===== config.mk =====
export PLATFORM = sky130hd
export DESIGN_NAME = positioning_frame_decoder_unit
export DESIGN_NICKNAME = d
export VERILOG_FILES = /design/src/hdl/pfd_pkg.sv /design/src/hdl/positioning_frame_decoder_unit.sv
export SDC_FILE = /design/constraint.sdc
export NUM_CORES = 1
export LEC_CHECK = 0
export ABC_AREA = 1
export BUFFER_PORTS_ARGS = -buffer_cell sky130_fd_sc_hd__buf_2
export CORE_AREA = 2 2 316 318
export DETAILED_ROUTE_END_ITERATION = 16
export DIE_AREA = 0 0 318 320
export PLACE_DENSITY_LB_ADDON = 0.15
export SETUP_SLACK_MARGIN = 0.4
export SKIP_LAST_GASP = 1
export SLEW_MARGIN = 20
export SYNTH_ARGS = -nofsm -noshare
export SYNTH_HDL_FRONTEND = slang
export SYNTH_SLANG_ARGS = --single-unit

===== constraint.sdc =====
create_clock -name clock -period 8.6 [get_ports clock]
set_input_delay 0.43 -clock clock [delete_from_list [all_inputs] [get_ports clock]]
set_output_delay 0.43 -clock clock [all_outputs]
set_load 0.005 [all_outputs]

===== src/hdl/pfd_pkg.sv =====
// Package: constants and state type for the positioning frame decoder.
package pfd_pkg;

   localparam int FRAME_BYTES_DEF = 128;

   localparam logic [7:0] HDR0 = 8'h55;
   localparam logic [7:0] HDR1 = 8'h01;

   localparam int STORE_FIRST = 4;
   localparam int STORE_LAST  = 69;
   localparam int STORE_DEPTH = STORE_LAST - STORE_FIRST + 1;
   localparam int STORE_AW    = $clog2(STORE_DEPTH);

   localparam int NUM_FIELDS  = 26;
   localparam int WIDE_FIELDS = 14;
   localparam int FIELD_W     = 5;
   localparam int VALUE_W     = 24;
   localparam int COUNT_W     = 32;

   typedef enum logic [2:0] {
      ST_HUNT,
      ST_HDR1,
      ST_BODY,
      ST_READ,
      ST_WAIT
   } state_type;

endpackage


===== src/hdl/positioning_frame_decoder_unit.sv =====
// Top level: positioning sensor frame decoder (header hunt, checksum, field readout).
//
//  channel | dir | handshake            | payload
//  --------+-----+----------------------+--------------------------------------------
//  req     | in  | req_valid/req_stall  | req_rx_byte[7:0]
//  rsp     | out | rsp_valid/rsp_stall  | rsp_field_index, rsp_field_value, rsp_frame_bad,
//          |     |                      | rsp_good_frames, rsp_last_field
//
// A stream byte is taken whenever req_valid is high and req_stall is low. After a good
// checksum byte the 66 stored payload bytes are read back from the payload memory,
// each byte read, then assembled, and the frame's 26 items are emitted; req is
// stalled during this readout, including any rsp stall.
// A bad checksum loads one error item directly; the checksum byte is held off while
// an earlier item still waits in the output register.
// Synchronous reset clears control state only; the payload memory needs no clearing.
module positioning_frame_decoder_unit
   import pfd_pkg::*;
#(
   parameter int FRAME_BYTES = FRAME_BYTES_DEF
) (
   input  logic                      clock,
   input  logic                      reset,
   input  logic                      req_valid,
   output logic                      req_stall,
   input  logic [7:0]                req_rx_byte,
   output logic                      rsp_valid,
   input  logic                      rsp_stall,
   output logic [FIELD_W-1:0]        rsp_field_index,
   output logic signed [VALUE_W-1:0] rsp_field_value,
   output logic                      rsp_frame_bad,
   output logic [COUNT_W-1:0]        rsp_good_frames,
   output logic                      rsp_last_field
);

   localparam int POS_W = $clog2(FRAME_BYTES);
   localparam logic [POS_W-1:0] POS_LAST  = POS_W'(FRAME_BYTES - 1);
   localparam logic [POS_W-1:0] POS_FIRST = POS_W'(STORE_FIRST);
   localparam logic [POS_W-1:0] POS_STOP  = POS_W'(STORE_LAST);

   state_type                state_ff, state_in;
   logic [POS_W-1:0]         pos_ff, pos_in;
   logic [7:0]               sum_ff, sum_in;
   logic [COUNT_W-1:0]       cnt_ff, cnt_in;
   logic [STORE_AW-1:0]      rd_addr_ff, rd_addr_in;
   logic [FIELD_W-1:0]       fld_ff, fld_in;
   logic [1:0]               bsel_ff, bsel_in;
   logic [15:0]              acc_ff, acc_in;

   logic                     rsp_valid_ff, rsp_valid_in;
   logic [FIELD_W-1:0]       rsp_index_ff, rsp_index_in;
   logic [VALUE_W-1:0]       rsp_value_ff, rsp_value_in;
   logic                     rsp_bad_ff, rsp_bad_in;
   logic [COUNT_W-1:0]       rsp_good_ff, rsp_good_in;
   logic                     rsp_last_ff, rsp_last_in;

   logic [7:0]               mem [STORE_DEPTH];
   logic [7:0]               rd_data_ff;
   logic                     rd_en;
   logic                     wr_en;
   logic [STORE_AW-1:0]      wr_addr;

   logic                     req_fire;
   logic                     rsp_free;
   logic                     pos_last;
   logic                     fld_wide;
   logic                     fld_done;

   assign pos_last  = (pos_ff == POS_LAST);
   assign req_stall = (state_ff == ST_READ) || (state_ff == ST_WAIT) ||
                      ((state_ff == ST_BODY) && pos_last && rsp_valid_ff);
   assign req_fire  = req_valid && !req_stall;
   assign rsp_free  = !rsp_valid_ff || !rsp_stall;
   assign fld_wide  = (fld_ff < FIELD_W'(WIDE_FIELDS));
   assign fld_done  = fld_wide ? (bsel_ff == 2'd2) : (bsel_ff == 2'd1);

   assign wr_en   = req_fire && (state_ff == ST_BODY) && !pos_last &&
                    (pos_ff >= POS_FIRST) && (pos_ff <= POS_STOP);
   assign wr_addr = STORE_AW'(pos_ff - POS_FIRST);
   assign rd_en   = (state_ff == ST_READ);

   always_ff @(posedge clock) begin
      if (wr_en) begin
         mem[wr_addr] <= req_rx_byte;
      end
      if (rd_en) begin
         rd_data_ff <= mem[rd_addr_ff];
      end
   end

   always_comb begin
      state_in     = state_ff;
      pos_in       = pos_ff;
      sum_in       = sum_ff;
      cnt_in       = cnt_ff;
      rd_addr_in   = rd_addr_ff;
      fld_in       = fld_ff;
      bsel_in      = bsel_ff;
      acc_in       = acc_ff;
      rsp_valid_in = rsp_valid_ff && rsp_stall;
      rsp_index_in = rsp_index_ff;
      rsp_value_in = rsp_value_ff;
      rsp_bad_in   = rsp_bad_ff;
      rsp_good_in  = rsp_good_ff;
      rsp_last_in  = rsp_last_ff;

      unique case (state_ff)
         ST_HUNT: begin
            if (req_fire) begin
               state_in = (req_rx_byte == HDR0) ? ST_HDR1 : ST_HUNT;
               pos_in   = '0;
               sum_in   = '0;
            end
         end
         ST_HDR1: begin
            if (req_fire) begin
               if (req_rx_byte == HDR1) begin
                  state_in = ST_BODY;
                  pos_in   = POS_W'(2);
                  sum_in   = HDR0 + HDR1;
               end else if (req_rx_byte != HDR0) begin
                  state_in = ST_HUNT;
               end
            end
         end
         ST_BODY: begin
            if (req_fire) begin
               if (!pos_last) begin
                  sum_in = sum_ff + req_rx_byte;
                  pos_in = pos_ff + POS_W'(1);
               end else begin
                  pos_in = '0;
                  sum_in = '0;
                  if (req_rx_byte != sum_ff) begin
                     state_in     = ST_HUNT;
                     rsp_valid_in = 1'b1;
                     rsp_index_in = '0;
                     rsp_value_in = '0;
                     rsp_bad_in   = 1'b1;
                     rsp_good_in  = cnt_ff;
                     rsp_last_in  = 1'b1;
                  end else begin
                     state_in   = ST_READ;
                     cnt_in     = cnt_ff + COUNT_W'(1);
                     rd_addr_in = '0;
                     fld_in     = '0;
                     bsel_in    = '0;
                  end
               end
            end
         end
         ST_READ: begin
            state_in = ST_WAIT;
         end
         ST_WAIT: begin
            if (!fld_done) begin
               unique case (bsel_ff)
                  2'd0:    acc_in[7:0]  = rd_data_ff;
                  default: acc_in[15:8] = rd_data_ff;
               endcase
               bsel_in    = bsel_ff + 2'd1;
               rd_addr_in = rd_addr_ff + STORE_AW'(1);
               state_in   = ST_READ;
            end else if (rsp_free) begin
               rsp_valid_in = 1'b1;
               rsp_index_in = fld_ff;
               rsp_value_in = fld_wide ? {rd_data_ff, acc_ff}
                                       : {{8{rd_data_ff[7]}}, rd_data_ff, acc_ff[7:0]};
               rsp_bad_in   = 1'b0;
               rsp_good_in  = cnt_ff;
               rsp_last_in  = (fld_ff == FIELD_W'(NUM_FIELDS - 1));
               bsel_in      = '0;
               rd_addr_in   = rd_addr_ff + STORE_AW'(1);
               fld_in       = fld_ff + FIELD_W'(1);
               state_in     = (fld_ff == FIELD_W'(NUM_FIELDS - 1)) ? ST_HUNT : ST_READ;
            end
         end
         default: begin
            state_in = ST_HUNT;
         end
      endcase
   end

   always_ff @(posedge clock) begin
      if (reset) begin
         state_ff     <= ST_HUNT;
         pos_ff       <= '0;
         sum_ff       <= '0;
         cnt_ff       <= '0;
         rd_addr_ff   <= '0;
         fld_ff       <= '0;
         bsel_ff      <= '0;
         rsp_valid_ff <= 1'b0;
      end else begin
         state_ff     <= state_in;
         pos_ff       <= pos_in;
         sum_ff       <= sum_in;
         cnt_ff       <= cnt_in;
         rd_addr_ff   <= rd_addr_in;
         fld_ff       <= fld_in;
         bsel_ff      <= bsel_in;
         rsp_valid_ff <= rsp_valid_in;
      end
   end

   always_ff @(posedge clock) begin
      acc_ff       <= acc_in;
      rsp_index_ff <= rsp_index_in;
      rsp_value_ff <= rsp_value_in;
      rsp_bad_ff   <= rsp_bad_in;
      rsp_good_ff  <= rsp_good_in;
      rsp_last_ff  <= rsp_last_in;
   end

   assign rsp_valid       = rsp_valid_ff;
   assign rsp_field_index = rsp_index_ff;
   assign rsp_field_value = signed'(rsp_value_ff);
   assign rsp_frame_bad   = rsp_bad_ff;
   assign rsp_good_frames = rsp_good_ff;
   assign rsp_last_field  = rsp_last_ff;

   a_no_req_while_emit: assert property (@(posedge clock) disable iff (reset)
      (state_ff == ST_READ || state_ff == ST_WAIT) |-> req_stall)
      else $error("req taken during field readout");

   a_bad_item_form: assert property (@(posedge clock) disable iff (reset)
      (rsp_valid_ff && rsp_bad_ff) |-> (rsp_last_ff && rsp_index_ff == '0))
      else $error("error item malformed");

   a_good_count: assert property (@(posedge clock) disable iff (reset)
      (rsp_valid_ff && !rsp_bad_ff) |-> (rsp_good_ff == cnt_ff))
      else $error("field item carries stale frame count");

   a_addr_range: assert property (@(posedge clock) disable iff (reset)
      (wr_en || rd_en) |-> (wr_en ? (wr_addr < STORE_AW'(STORE_DEPTH))
                                  : (rd_addr_ff < STORE_AW'(STORE_DEPTH))))
      else $error("payload store address out of range");

   a_last_ends_readout: assert property (@(posedge clock) disable iff (reset)
      (rsp_valid_in && !rsp_valid_ff && rsp_last_in && !rsp_bad_in) |=>
         (state_ff == ST_HUNT))
      else $error("readout continues past last field");

endmodule


# Word level (Yosys, flattened, before mapping)
# Memories as Yosys holds them, arrays and structs flattened. A register that Yosys moved wholly into a read port is not among the register bits.
# Cells that the tools add are included.
[classes]
n_bitwise = 3
multipliers = 0
mux = 79
add_sub_neg = 7
order_cmp = 3
shift = 0
div_mod_pow = 0
eq_ne = 23
n_reduce_logical = 27
[ops]
columns = ["cell", "count"]
rows = [
  ["32-bit 2-to-1 mux", 5],
  ["24-bit 2-to-1 mux", 5],
  ["7-bit 2-to-1 mux", 10],
  ["32-bit one-hot mux with 2 select lines", 1],
  ["5-bit 2-to-1 mux", 10],
  ["24-bit one-hot mux with 2 select lines", 1],
  ["8-bit 2-to-1 mux", 5],
  ["32-bit by 1-bit adder with 32-bit output, second input constant", 1],
  ["3-bit 2-to-1 mux", 8],
  ["8-bit one-hot mux with 3 select lines", 1],
  ["23-bit 2-to-1 mux", 1],
  ["7-bit one-hot mux with 3 select lines", 1],
  ["5-bit one-hot mux with 2 select lines", 2],
  ["6-bit AND reduction", 3],
  ["1-bit 2-to-1 mux", 16],
  ["2-bit inequality test, second input constant", 8],
  ["3-bit one-hot mux with 5 select lines", 1],
  ["7-bit by 1-bit adder with 7-bit output, second input constant", 2],
  ["2-bit 2-to-1 mux", 7],
  ["7-bit one-hot mux with 2 select lines", 1],
  ["5-bit AND reduction", 2],
  ["8-bit adder", 1],
  ["8-bit by 1-bit equality test with 1-bit output, second input constant", 1],
  ["8-bit by 7-bit equality test with 1-bit output, second input constant", 1],
  ["29 further kinds", 48],
]
[word_totals]
ff_bits = 144
elab_cells = 158
mem_bits_rw = 528
output_inout_bits = 65
mem_count = 1
mem_bits_ro = 0
in_bits = 12
latchBits = 0
[mem_list]
columns = ["name", "depth", "word_bits", "rd", "rd_ports_with_merged_regs", "write_ports", "line_no", "rtl"]
rows = [
  ["mem", 66, 8, 1, 1, 1, "positioning_frame_decoder_unit.sv:56", "logic [7:0] mem [STORE_DEPTH];"],
]

# Depth between registers and ports, before layout
# Gate-level depths: netlist of the first run.
[depth]
depth_word = 12
depth_mapped = 17
depth_no_buf = 14

# Worst setup path before layout of the first run
# OpenSTA, ideal clock, no wires.
[synth_path]
kind = "reg2reg"
startpoint = "reg pos_ff[0]"
endpoint = "reg rsp_index_ff[0], in the netlist rsp_field_index[0], enable pin"
period_less_slack_ps = 6229
slack_ps = 2371
required_time_ps = 8038
setup_time_ps = 562
path_stages_with_launch = 8
path_buffers = 0
arrival_ps = 5668
path_cell_list = "dfxtp_1 ha_1 nand2_1 nor2_1 nor2_4 inv_1 nand2_1 nor3_1"
[synth_via]
elab_chain_len = 8
elab_cells_between_ends = 9
cone_classes = "eq/ne (3); reduce/logical (6)"
[synth_rtl]
columns = ["item", "line_no", "rtl"]
rows = [
  ["start, declared", "positioning_frame_decoder_unit.sv:41", "logic [POS_W-1:0] pos_ff, pos_in;"],
  ["start signal, assigned", "positioning_frame_decoder_unit.sv:195", "pos_ff <= pos_in;"],
  ["7-bit equality test (*)", "positioning_frame_decoder_unit.sv:68", "assign pos_last = (pos_ff == POS_LAST);"],
  ["1-bit logical AND (2 in a row)", "positioning_frame_decoder_unit.sv:70", "((state_ff == ST_BODY) && pos_last && rsp_valid_ff);"],
  ["1-bit logical OR", "positioning_frame_decoder_unit.sv:69", "assign req_stall = (state_ff == ST_READ) || (state_ff == ST_WAIT) ||"],
  ["1-bit logical NOT", "positioning_frame_decoder_unit.sv:71", "assign req_fire = req_valid && !req_stall;"],
  ["1-bit logical AND", "positioning_frame_decoder_unit.sv:71", ""],
  ["2-bit inequality test (no source line)", "-", ""],
  ["6-bit AND reduction (no source line) (*)", "-", ""],
  ["end signal, assigned", "positioning_frame_decoder_unit.sv:207", "rsp_index_ff <= rsp_index_in;"],
  ["end, declared", "positioning_frame_decoder_unit.sv:50", "logic [FIELD_W-1:0] rsp_index_ff, rsp_index_in;"],
]
# Mark *: on every way between the ends. The rest lies on a longest branch, timed or not.
# A chain may end at the register's enable or synchronous reset.

# Worst setup path in the final report of the first run
[layout_path]
startpoint = "reg state_ff[0]"
endpoint = "mem mem[28][3], enable pin"
[layout_via]
elab_chain_len = 12
elab_cells_between_ends = 15
cone_classes = "eq/ne (3); mux (2); reduce/logical (10)"
[layout_rtl]
columns = ["item", "line_no", "rtl"]
rows = [
  ["start, declared", "positioning_frame_decoder_unit.sv:40", "state_type state_ff, state_in;"],
  ["start signal, assigned", "positioning_frame_decoder_unit.sv:194", "state_ff <= state_in;"],
  ["3-bit by 2-bit equality test with 1-bit output", "positioning_frame_decoder_unit.sv:70, positioning_frame_decoder_unit.sv:76", ""],
  ["1-bit logical AND (2 in a row)", "positioning_frame_decoder_unit.sv:70", ""],
  ["1-bit logical OR", "positioning_frame_decoder_unit.sv:69", ""],
  ["1-bit logical NOT", "positioning_frame_decoder_unit.sv:71", ""],
  ["1-bit logical AND", "positioning_frame_decoder_unit.sv:71", ""],
  ["1-bit logical AND (*) (3 in a row)", "positioning_frame_decoder_unit.sv:76", "assign wr_en = req_fire && (state_ff == ST_BODY) && !pos_last &&"],
  ["1-bit logical AND (*)", "positioning_frame_decoder_unit.sv:77", "(pos_ff >= POS_FIRST) && (pos_ff <= POS_STOP);"],
  ["1-bit 2-to-1 mux (*)", "positioning_frame_decoder_unit.sv:82", "if (wr_en) begin"],
  ["1-bit 2-to-1 mux (implied by the code) (*)", "positioning_frame_decoder_unit.sv:83", "mem[wr_addr] <= req_rx_byte;"],
  ["end, declared", "positioning_frame_decoder_unit.sv:56", ""],
]
# Marked as above.

==> impl_metrics.env, run 1 <==
export IMPL_die_h_um=320
export IMPL_cp_max_fo=37
export IMPL_cts_resized=0
export IMPL_synth_top_flop_cell="edfxtp_1"
export IMPL_cts_root_buf="clkbuf_16"
export IMPL_clkTransAtPathRegs_ns=0.06
export IMPL_place_ws_ns=4.29
export IMPL_initial_core_util_pct=30.0
export IMPL_dieArea_mm2=0.102
export IMPL_detailed_place_hpwl_mm=52.5
export IMPL_fin_crit_ns=4.35
export IMPL_die_w_um=318
export IMPL_fin_nets=3020
export IMPL_finalSetupViolCount=0
export IMPL_cp_start_kind="flip-flop"
export IMPL_fin_tns_setup_ns=0
export IMPL_place_inst=4198
export IMPL_numCtsBuffers=76
export IMPL_crit_required_ns=8.85
export IMPL_min_from="req_rx_byte[7]"
export IMPL_diodes=0
export IMPL_finalMaxSlewViolations=0
export IMPL_rsz0062_at_grt="no"
export IMPL_cts_setup_buffers=0
export IMPL_endpoint_kind="flip-flop"
export IMPL_layout_common_cells="nand2_1 (800), edfxtp_1 (615), nor2_1 (414)"
export IMPL_crit_start="state_ff[0]"
export IMPL_syn_area_mm2=0.0294
export IMPL_arrival_ns=4.60
export IMPL_drv_cap=0
export IMPL_grt_pass1_vias=20418
export IMPL_synthArstFlopShare_pct=0
export IMPL_drc_errors=0
export IMPL_grt_max_degree=120
export IMPL_synth_cell_types=35
export IMPL_row_count=115
export IMPL_r2r_slack_ns=4.25
export IMPL_reg2reg_to="mem[28][3]"
export IMPL_status="finished, final reports clean"
export IMPL_insertion_delay_ns=0.64
export IMPL_placed_area_mm2=0.0311
export IMPL_routedWlPerCell_um=19.4
export IMPL_worstMarginPinSlew_ns=1.08
export IMPL_cts_tree="yes"
export IMPL_gp_congestion=0.855
export IMPL_r2r_cells=8
export IMPL_io_pin_count=77
export IMPL_slew_headroom_pct=27.7
export IMPL_portBuffers=76
export IMPL_hold_class="primary input to flip-flop"
export IMPL_path_class="flip-flop to flip-flop"
export IMPL_final_common_cell="nand2_1"
export IMPL_drt_iter0_drc=1640
export IMPL_ctsHoldBuffers=0
export IMPL_cp_endpoint="mem[28][3]"
export IMPL_grt_ovfl_total=0
export IMPL_vias=20416
export IMPL_ys_ff_latch=680
export IMPL_synth_edff_count=615
export IMPL_skew_ns=0.0290
export IMPL_antenna_left=0
export IMPL_nFillCells=9978
export IMPL_cts_sinks=680
export IMPL_antenna_found_initial=2
export IMPL_wl_mm=84.0
export IMPL_fmax_ghz=0.230
export IMPL_cellLeakagePower_uw=0.0128
export IMPL_syn_inst=2928
export IMPL_core_mm2=0.0980
export IMPL_yosysSeqAreaShare_pct=67.3
export IMPL_drt_vias_per_instance=4.71
export IMPL_finalHoldViolCount=0
export IMPL_grt_pass1_wl_mm=126
export IMPL_p_per_area_mw_per_mm2=207
export IMPL_setup_ws_ns=4.25
export IMPL_fin_crit_sh_pct=50.6
export IMPL_peakVddDrop_v=0.000118
export IMPL_groute_usage_overall_pct=16.4
export IMPL_syn_nets=2959
export IMPL_avgSynthCellArea_um2=10.0
export IMPL_cts_max_level=3
export IMPL_syn2layout_area_growth_pct=14.4
export IMPL_yosysWarnings=0
export IMPL_final_area_mm2=0.0336
export IMPL_drive_gt1_share_pct=8.03
export IMPL_regToRegStartpoint="state_ff[0]"
export IMPL_drt_pre_antenna_iters=5
export IMPL_finalNonFillerCells=4337
export IMPL_clk_path_buf_depth=3
-- stage by stage --
stage / total power (uW) / utilization, % / hold WS (ns)
3_3_place_gp: 3810 / 31.8 / 0.454
3_5_place_dp: 3810 / 31.8 / 0.470
2_1_floorplan: 3720 / - / 0.444
4_1_cts: 7020 / 34.3 / 0.259
6_report: 6940 / 34.3 / 0.287
5_1_grt: 7170 / 34.3 / 0.281
-- synth_stat cells (all sizes together), types with 4 or more instances --
| cell | n | share of area [%] |
|---|---|---|
| nand2 | 800 | 10 |
| edfxtp | 615 | 63 |
| nor2 | 416 | 5.3 |
| inv | 283 | 3.6 |
| nand3 | 276 | 4.7 |
| o21ai | 135 | 2.3 |
| clkbuf | 92 | 1.2 |
| a21oi | 81 | 1.4 |
| dfxtp | 65 | 4.4 |
| buf | 33 | 0.48 |
| nor3 | 26 | 0.52 |
| xor2 | 20 | 0.60 |
| ha | 18 | 0.77 |
| nand4 | 17 | 0.36 |
| or2 | 16 | 0.34 |
| a31oi | 10 | 0.21 |
| clkinv | 4 | 0.051 |
-- power breakdown --
part / switching, uW / internal, uW / total (uW) / leakage (uW)
Sequential: 4.67 / 3590 / 3600 / 0.00607
Combinational: 115 / 25.4 / 141 / 0.00550
Clock: 1340 / 1860 / 3200 / 0.00119
Total: 1460 / 5480 / 6940 / 0.0128
-- critical path, cell delays in order, from the launching register on --
cell	delay, ns
dfxtp_1	0.41
inv_1	0.12
nand3_2	0.51
inv_2	0.28
nor2_1	0.25
nand3_2	0.25
nor3_4	0.41
nand3_1	0.85
nor2_1	0.88
-- cells by family after synthesis --
kind of cell	Yosys count	synth area share, %
and+or+nand+nor	1559	21.7
xor gates and xnor gates	23	0.686
adders and majority gates	19	0.835
AOI/OAI and AO/OA	235	4.12
buffers and inverters	412	5.33
DFF	680	67.3
-- layer usage --
| metal | wire length (um) | GRT usage, % | up-vias |
|---|---|---|---|
| met3 | 5020 | 3.39 | 126 |
| met4 | 2220 | 5.17 | 2 |
| met5 | 11 | 0 | - |
| met1 | 38000 | 21.8 | 9911 |
| li1 | - | - | 9836 |
| met2 | 38800 | 26.7 | 541 |
-- layout make-up --
type	count	area, um2	area share, %
Tap cell	1287	1610	4.79
Clock buffer	91	1970	5.86
Multi-Input combinational cell	1836	8050	23.9
Clock inverter	48	479	1.43
Timing Repair Buffer	108	633	1.88
Sequential cell	680	19800	58.9
Inverter	287	1080	3.23
-- flip-flops by register name, summed over array words and instances (netlist names) --
register,count
rsp_field_value,24
rsp_frame_bad,1
rsp_field_index,5
state_ff,3
cnt_ff,32
sum_ff,8
fld_ff,5
acc_ff,16
rd_addr_ff,7
rd_data_ff,8
rsp_last_field,1
bsel_ff,2
rsp_good_frames,32
pos_ff,7
mem,528
rsp_valid,1
-- worst min-delay path by stage --
stage	cells past startpoint	endpoint	slack (ns)
global placement	2	rd_addr_ff[6]	0.45
global route	2	mem[63][7]	0.28
floorplan	0	rsp_good_frames[31]	0.44
finish	2	mem[63][7]	0.29
CTS	4	state_ff[2]	0.26
detailed placement	2	rd_addr_ff[6]	0.47
Power figures use the tool's default switching activity.
==> run 2, diff against run 1 <==
==> constraint.sdc (replaced) <==
create_clock -name clock -period 4 [get_ports clock]
set_input_delay 0.2 -clock clock [delete_from_list [all_inputs] [get_ports clock]]
set_output_delay 0.2 -clock clock [all_outputs]
set_load 0.005 [all_outputs]
==> run 2 against run 1 <==
  * Fmax increased by 28%
  * Register-to-register slack got worse by 3.7 ns
  * Critical path type unchanged
  * Clock skew decreased by 0.0076 ns
  * Design area increased by 1.1%
  * Cell count increased by 0.71%
==> impl_metrics.env, run 2 (same netlist as run 1, synthesis figures left out) <==
export IMPL_status="finished, final reports clean"
export IMPL_whs_ns=0.0506
export IMPL_row_count=115
export IMPL_cts_tree="yes"
export IMPL_gp_congestion=0.863
export IMPL_finalSetupViolCount=0
export IMPL_path_class="flip-flop to flip-flop"
export IMPL_drt_vias_per_instance=4.71
export IMPL_largest_reg_flops=528
export IMPL_crit_required_ns=4.26
export IMPL_clk_path_buf_depth=3
export IMPL_drt_iter0_drc=1821
export IMPL_numCtsBuffers=76
export IMPL_layout_common_cells="nand2_1 (800), edfxtp_1 (615), nor2_1 (412)"
export IMPL_insertion_delay_ns=0.63
export IMPL_cpPeakStageDelay_ns=0.70
export IMPL_met1_length_mm=39.8
export IMPL_finalMaxSlewViolations=0
export IMPL_cts_root_buf="clkbuf_16"
export IMPL_initial_core_util_pct=30.0
export IMPL_wl_mm=86.4
export IMPL_grt_pass1_wl_mm=130
export IMPL_fin_tns_setup_ns=0
export IMPL_cp_common_cell="inv_1"
export IMPL_clkTransAtPathRegs_ns=0.06
export IMPL_routedWlPerCell_um=19.8
export IMPL_antenna_found_initial=2
export IMPL_portBuffers=76
export IMPL_grt_ovfl_total=0
export IMPL_top_layer="met4"
export IMPL_dieArea_mm2=0.102
export IMPL_cp_start_kind="flip-flop"
export IMPL_cellLeakagePower_uw=0.0130
export IMPL_fin_crit_sh_pct=85.1
export IMPL_endpoint_kind="flip-flop"
export IMPL_groute_usage_overall_pct=16.9
export IMPL_cp_max_fo=9
export IMPL_grt_max_degree=157
export IMPL_fmax_ghz=0.294
export IMPL_wl_met2_mm=39.0
export IMPL_diodes=0
export IMPL_p_per_area_mw_per_mm2=445
export IMPL_cp_cell_sequence="inv_1 -> nor3_2 -> inv_1 -> nor2_4 -> inv_1 -> nor3_4 -> nand2_1 -> nor2_1"
export IMPL_cts_sinks=680
export IMPL_drv_cap=0
export IMPL_core_mm2=0.0980
export IMPL_cts_max_level=3
export IMPL_hold_class="primary input to flip-flop"
export IMPL_vias=20574
export IMPL_dr_wl_met3_mm=5.37
export IMPL_detailed_place_hpwl_mm=54.8
export IMPL_arrival_ns=3.66
export IMPL_die_w_um=318
export IMPL_io_pin_count=77
export IMPL_fin_crit_ns=3.41
export IMPL_top_register="mem"
export IMPL_drive_gt1_share_pct=8.99
export IMPL_die_h_um=320
export IMPL_cts_setup_buffers=0
export IMPL_skew_ns=0.0215
export IMPL_crit_path_top_delay_cell="nor2_1"
export IMPL_fin_nets=3050
export IMPL_antenna_left=0
export IMPL_drc_errors=0
export IMPL_final_common_cell="nand2_1"
export IMPL_grt_pass1_vias=20544
export IMPL_peakVddDrop_v=0.000260
export IMPL_worstMarginPinSlew_ns=1.14
export IMPL_syn2layout_area_growth_pct=15.7
export IMPL_rsz0062_at_grt="yes"
export IMPL_drt_pre_antenna_iters=5
export IMPL_nFillCells=9920
export IMPL_finalHoldViolCount=0
export IMPL_slew_headroom_pct=24.1
-- run 2: changes by cell type in the layout (fill, tap and decap cells not counted), sizes merged, moves of 2 or more --
cell    before  now
buf        108  137
clkinv      38   34
bufinv       7    9
clkbuf      91   96
-- run 2: metrics by stage --
step | cells | total power, uW | worst slack (ns) | cell area [um2] | util, %
after global placement | 4227 | 8220 | 0.663 | 31400 | 32.1
after floorplan | 2928 | 7990 | 0.652 | 29400 | -
after global routing | 4368 | 15600 | 0.314 | 34000 | 34.7
after detailed placement | 4227 | 8210 | 0.638 | 31400 | 32.1
final | 4368 | 15100 | 0.594 | 34000 | 34.7
after CTS | 4368 | 15300 | 0.598 | 34000 | 34.7
-- run 2: path summary, 6_finish.rpt --
path,startpoint,end,slack (ns),cells past startpoint
setup / recovery,state_ff[1],mem[48][2],0.59,8
hold / removal,req_rx_byte[4],mem[53][4],0.05,1
hold reg to reg,rd_addr_ff[6],rd_addr_ff[6],0.47,2
setup reg to reg,state_ff[1],mem[48][2],0.59,8
-- run 2: area by class of cell --
| class | instances | area, um2 | share of cell area [%] |
|---|---|---|---|
| Sequential cell | 680 | 19800 | 58.2 |
| Multi-Input combinational cell | 1836 | 8050 | 23.7 |
| Clock buffer | 96 | 2030 | 5.97 |
| Tap cell | 1287 | 1610 | 4.74 |
| Inverter | 287 | 1080 | 3.19 |
| Timing Repair Buffer | 138 | 936 | 2.76 |
| Clock inverter | 44 | 480 | 1.41 |
-- run 2: power breakdown --
part / total [uW] / internal, uW / switching [uW]
registers: 7740 / 7730 / 9.58
clock network: 7060 / 4190 / 2870
logic: 317 / 56.0 / 261
-- run 2: per-layer routing --
metal  track usage (%)  vias to the layer above
met2              26.9                      607
met1              23.3                     9935
li1                  -                     9900
met3              3.10                      132
met4              5.25                        0
met5                 0                        -
-- run 2: repair_timing --
action	CTS	global route
hold endpoints to repair	1	0
setup endpoints to repair	0	72
gates resized for setup	0	2
hold buffers	1	0
-- run 2: critical path: cells and delay by family (launching register included) --
| family | cells | cell delay [ns] |
|---|---|---|
| flip-flops | 1 | 0.37 |
| AND/OR/NAND/NOR | 5 | 2.17 |
| buffers and inverters | 3 | 0.47 |
==> run 3, diff against run 2 <==
--- a/config.mk
+++ b/config.mk
@@ -5,11 +5,11 @@
 export SDC_FILE = /design/constraint.sdc
 export NUM_CORES = 1
 export LEC_CHECK = 0
-export ABC_AREA = 1
+export ABC_AREA = 0
 export BUFFER_PORTS_ARGS = -buffer_cell sky130_fd_sc_hd__buf_2
-export CORE_AREA = 2 2 316 318
+export CORE_AREA = 2 2 304 306
 export DETAILED_ROUTE_END_ITERATION = 16
-export DIE_AREA = 0 0 318 320
+export DIE_AREA = 0 0 306 308
 export PLACE_DENSITY_LB_ADDON = 0.15
 export SETUP_SLACK_MARGIN = 0.4
 export SKIP_LAST_GASP = 1
==> run 3 against run 2 <==
  * Sequential share of layout area rose by 3.7 points
  * Synthesized area fell by 7.8%
  * Critical path type unchanged
  * Design area fell by 6.0%
  * Via count fell by 29%
  * First-iteration DRC count fell by 34%
  * Largest cell class unchanged
==> impl_metrics.env, run 3 <==
export IMPL_status="finished, final reports clean"
export IMPL_detailed_place_hpwl_mm=46.1
export IMPL_clk_path_buf_depth=3
export IMPL_yosysMostFrequentCell="edfxtp_1"
export IMPL_io_pin_count=77
export IMPL_p_per_area_mw_per_mm2=464
export IMPL_gp_congestion=0.780
export IMPL_cts_setup_buffers=0
export IMPL_cts_max_level=3
export IMPL_initial_core_util_pct=29.8
export IMPL_p_int_uw=11800
export IMPL_cts_sinks=680
export IMPL_numCtsBuffers=76
export IMPL_synthTopCellsByArea="edfxtp_1 (68%), mux4_2 (11%), dfxtp_1 (4.8%), nor2_1 (2.0%), mux2i_1 (1.2%)"
export IMPL_routedWlPerCell_um=24.0
export IMPL_die_w_um=306
export IMPL_top_register="mem"
export IMPL_drt_pre_antenna_iters=7
export IMPL_synth_top_flop_cell="edfxtp_1"
export IMPL_fin_crit_sh_pct=83.2
export IMPL_yosysTopAreaCell="edfxtp_1"
export IMPL_cts_tree="yes"
export IMPL_syn_inst=1549
export IMPL_diodes=0
export IMPL_fin_tns_setup_ns=0
export IMPL_cp_cell_sequence="nor3b_4 -> nand2_1 -> a21o_1 -> nor2_1 -> nand3_1 -> buf_4 -> nor2_1"
export IMPL_cellLeakagePower_uw=0.0100
export IMPL_ys_ff_latch=680
export IMPL_dieArea_mm2=0.0942
export IMPL_wl_mm=71.1
export IMPL_grt_ovfl_total=0
export IMPL_synth_edff_count=615
export IMPL_endpoint_kind="flip-flop"
export IMPL_yosys_area_share_simple_pct=6.54
export IMPL_path_class="flip-flop to flip-flop"
export IMPL_rsz0062_at_grt="no"
export IMPL_multi_input_area_mm2=0.00692
export IMPL_muxShareOfSynthArea_pct=12.6
export IMPL_synth_cell_types=68
export IMPL_yosysWarnings=0
export IMPL_grt_pass1_wl_mm=105
export IMPL_antenna_found_initial=5
export IMPL_groute_usage_overall_pct=15.2
export IMPL_syn_area_mm2=0.0271
export IMPL_layout_common_cells="edfxtp_1 (615), nor2_1 (142), mux4_2 (133)"
export IMPL_cp_max_fo=10
export IMPL_synthTopCellsByCount="edfxtp_1 (615), nor2_1 (145), mux4_2 (133)"
export IMPL_crit_path_top_delay_cell="nor2_1"
export IMPL_fin_nets=1750
export IMPL_ff_latch_area_mm2=0.0198
export IMPL_nFillCells=8543
export IMPL_hold_class="primary input to flip-flop"
export IMPL_fmax_ghz=0.301
export IMPL_grt_max_degree=69
export IMPL_cp_common_cell="nor2_1"
export IMPL_final_common_cell="edfxtp_1"
export IMPL_drt_vias_per_instance=4.96
export IMPL_synth_top_family_by_area="multiplexers"
export IMPL_final_core_utilization_pct=35.1
export IMPL_grt_pass1_vias=15062
export IMPL_finalSetupViolCount=0
export IMPL_synth_compound_area_share_pct=4.31
export IMPL_row_count=111
export IMPL_synth_xor_area_share_pct=1.07
export IMPL_cpPeakStageDelay_ns=0.72
export IMPL_cp_start_kind="flip-flop"
export IMPL_largest_reg_flops=528
export IMPL_min_from="req_rx_byte[2]"
export IMPL_yosysSeqAreaShare_pct=73.0
export IMPL_antenna_left=0
export IMPL_drt_iter0_drc=1204
export IMPL_skew_ns=0.0357
export IMPL_p_sw_uw=3030
export IMPL_synthArstFlopShare_pct=0
export IMPL_arrival_ns=3.56
export IMPL_insertion_delay_ns=0.63
export IMPL_die_h_um=308
export IMPL_finalMaxSlewViolations=0
export IMPL_cts_resized=0
export IMPL_cts_root_buf="clkbuf_16"
export IMPL_pwr_share_seq_pct=52.2
export IMPL_clkTransAtPathRegs_ns=0.06
export IMPL_portBuffers=76
export IMPL_finalHoldViolCount=0
export IMPL_ctsHoldBuffers=0
export IMPL_worstMarginPinSlew_ns=1.05
export IMPL_synthAdderAreaFrac_pct=0.905
export IMPL_drv_cap=0
export IMPL_crit_required_ns=4.23
export IMPL_slew_headroom_pct=29.9
export IMPL_crit_start="state_ff[1]"
export IMPL_regToRegStartpoint="state_ff[1]"
export IMPL_drive_gt1_share_pct=25.4
export IMPL_avgSynthCellArea_um2=17.5
export IMPL_power_frac_comb_pct=1.2
export IMPL_synth_top_area_share_pct=68.2
export IMPL_fin_crit_ns=3.33
export IMPL_power_share_clock_pct=46.6
export IMPL_syn_nets=1580
export IMPL_vias=14702
export IMPL_peakVddDrop_v=0.000277
export IMPL_core_mm2=0.0910
export IMPL_swShare_pct=20.4
export IMPL_drc_errors=0
export IMPL_syn2layout_area_growth_pct=17.9
==> run 3: cell families after synthesis <==
logic type | count (synthesis)
flip-flops | 680
XOR/XNOR | 33
AO/OA/AOI/OAI | 176
multiplexers | 174
adder cells (fa/ha/maj) | 19
AND/OR/NAND/NOR | 368
buffers and inverters | 99
==> run 3: final cells by class <==
class                           count  share of cell area [%]
Clock buffer                      101                    6.51
Clock inverter                     37                    1.26
Inverter                           18                   0.212
Multi-Input combinational cell    770                    21.7
Sequential cell                   680                    62.0
Tap cell                         1186                    4.65
Timing Repair Buffer              173                    3.75
==> run 3: routing by layer <==
layer | track usage [%] | up-vias | share of wire, %
met5 | 0 | - | 0
met2 | 23.5 | 406 | 46
met4 | 4.72 | 0 | 2.4
met1 | 21.7 | 7682 | 47
met3 | 2.77 | 106 | 5.1
li1 | - | 6508 | -
==> run 3: through the flow <==
| stage | setup slack (ns) | cell area, um2 | instances | power [uW] | hold slack [ns] |
|---|---|---|---|---|---|
| 2_1_floorplan | 0.403 | 27100 | 1549 | 7920 | 0.299 |
| 3_3_place_gp | 0.731 | 29400 | 2827 | 8060 | 0.447 |
| 5_1_grt | 0.420 | 31900 | 2965 | 15300 | 0.0934 |
| 6_report | 0.673 | 31900 | 2965 | 14800 | 0.0884 |
| 4_1_cts | 0.505 | 31900 | 2965 | 15000 | 0.0675 |
| 3_5_place_dp | 0.536 | 29400 | 2827 | 8060 | 0.437 |
==> run 3: critical path, delay by kind of cell (launching register included) <==
family | cells | cell delay, ns
DFF | 1 | 0.50
AOI/OAI and AO/OA | 1 | 0.23
buffers and inverters | 1 | 0.29
and+or+nand+nor | 5 | 1.90
==> run 3: power by group through the flow <==
stage | clock network [uW] | registers [uW] | logic (uW)
finish | 6890 | 7720 | 182
global route | 7360 | 7720 | 200
CTS | 7090 | 7720 | 186
detailed placement | 0 | 7870 | 186
global placement | 0 | 7870 | 183
floorplan | 0 | 7880 | 43.6
==> run 3: worst paths after layout <==
kind,to,slack (ns),depth (start not counted)
max,mem[25][5],0.67,7
max reg2reg,mem[25][5],0.67,7
min reg2reg,rsp_good_frames[31],0.45,0
min,mem[46][2],0.09,2
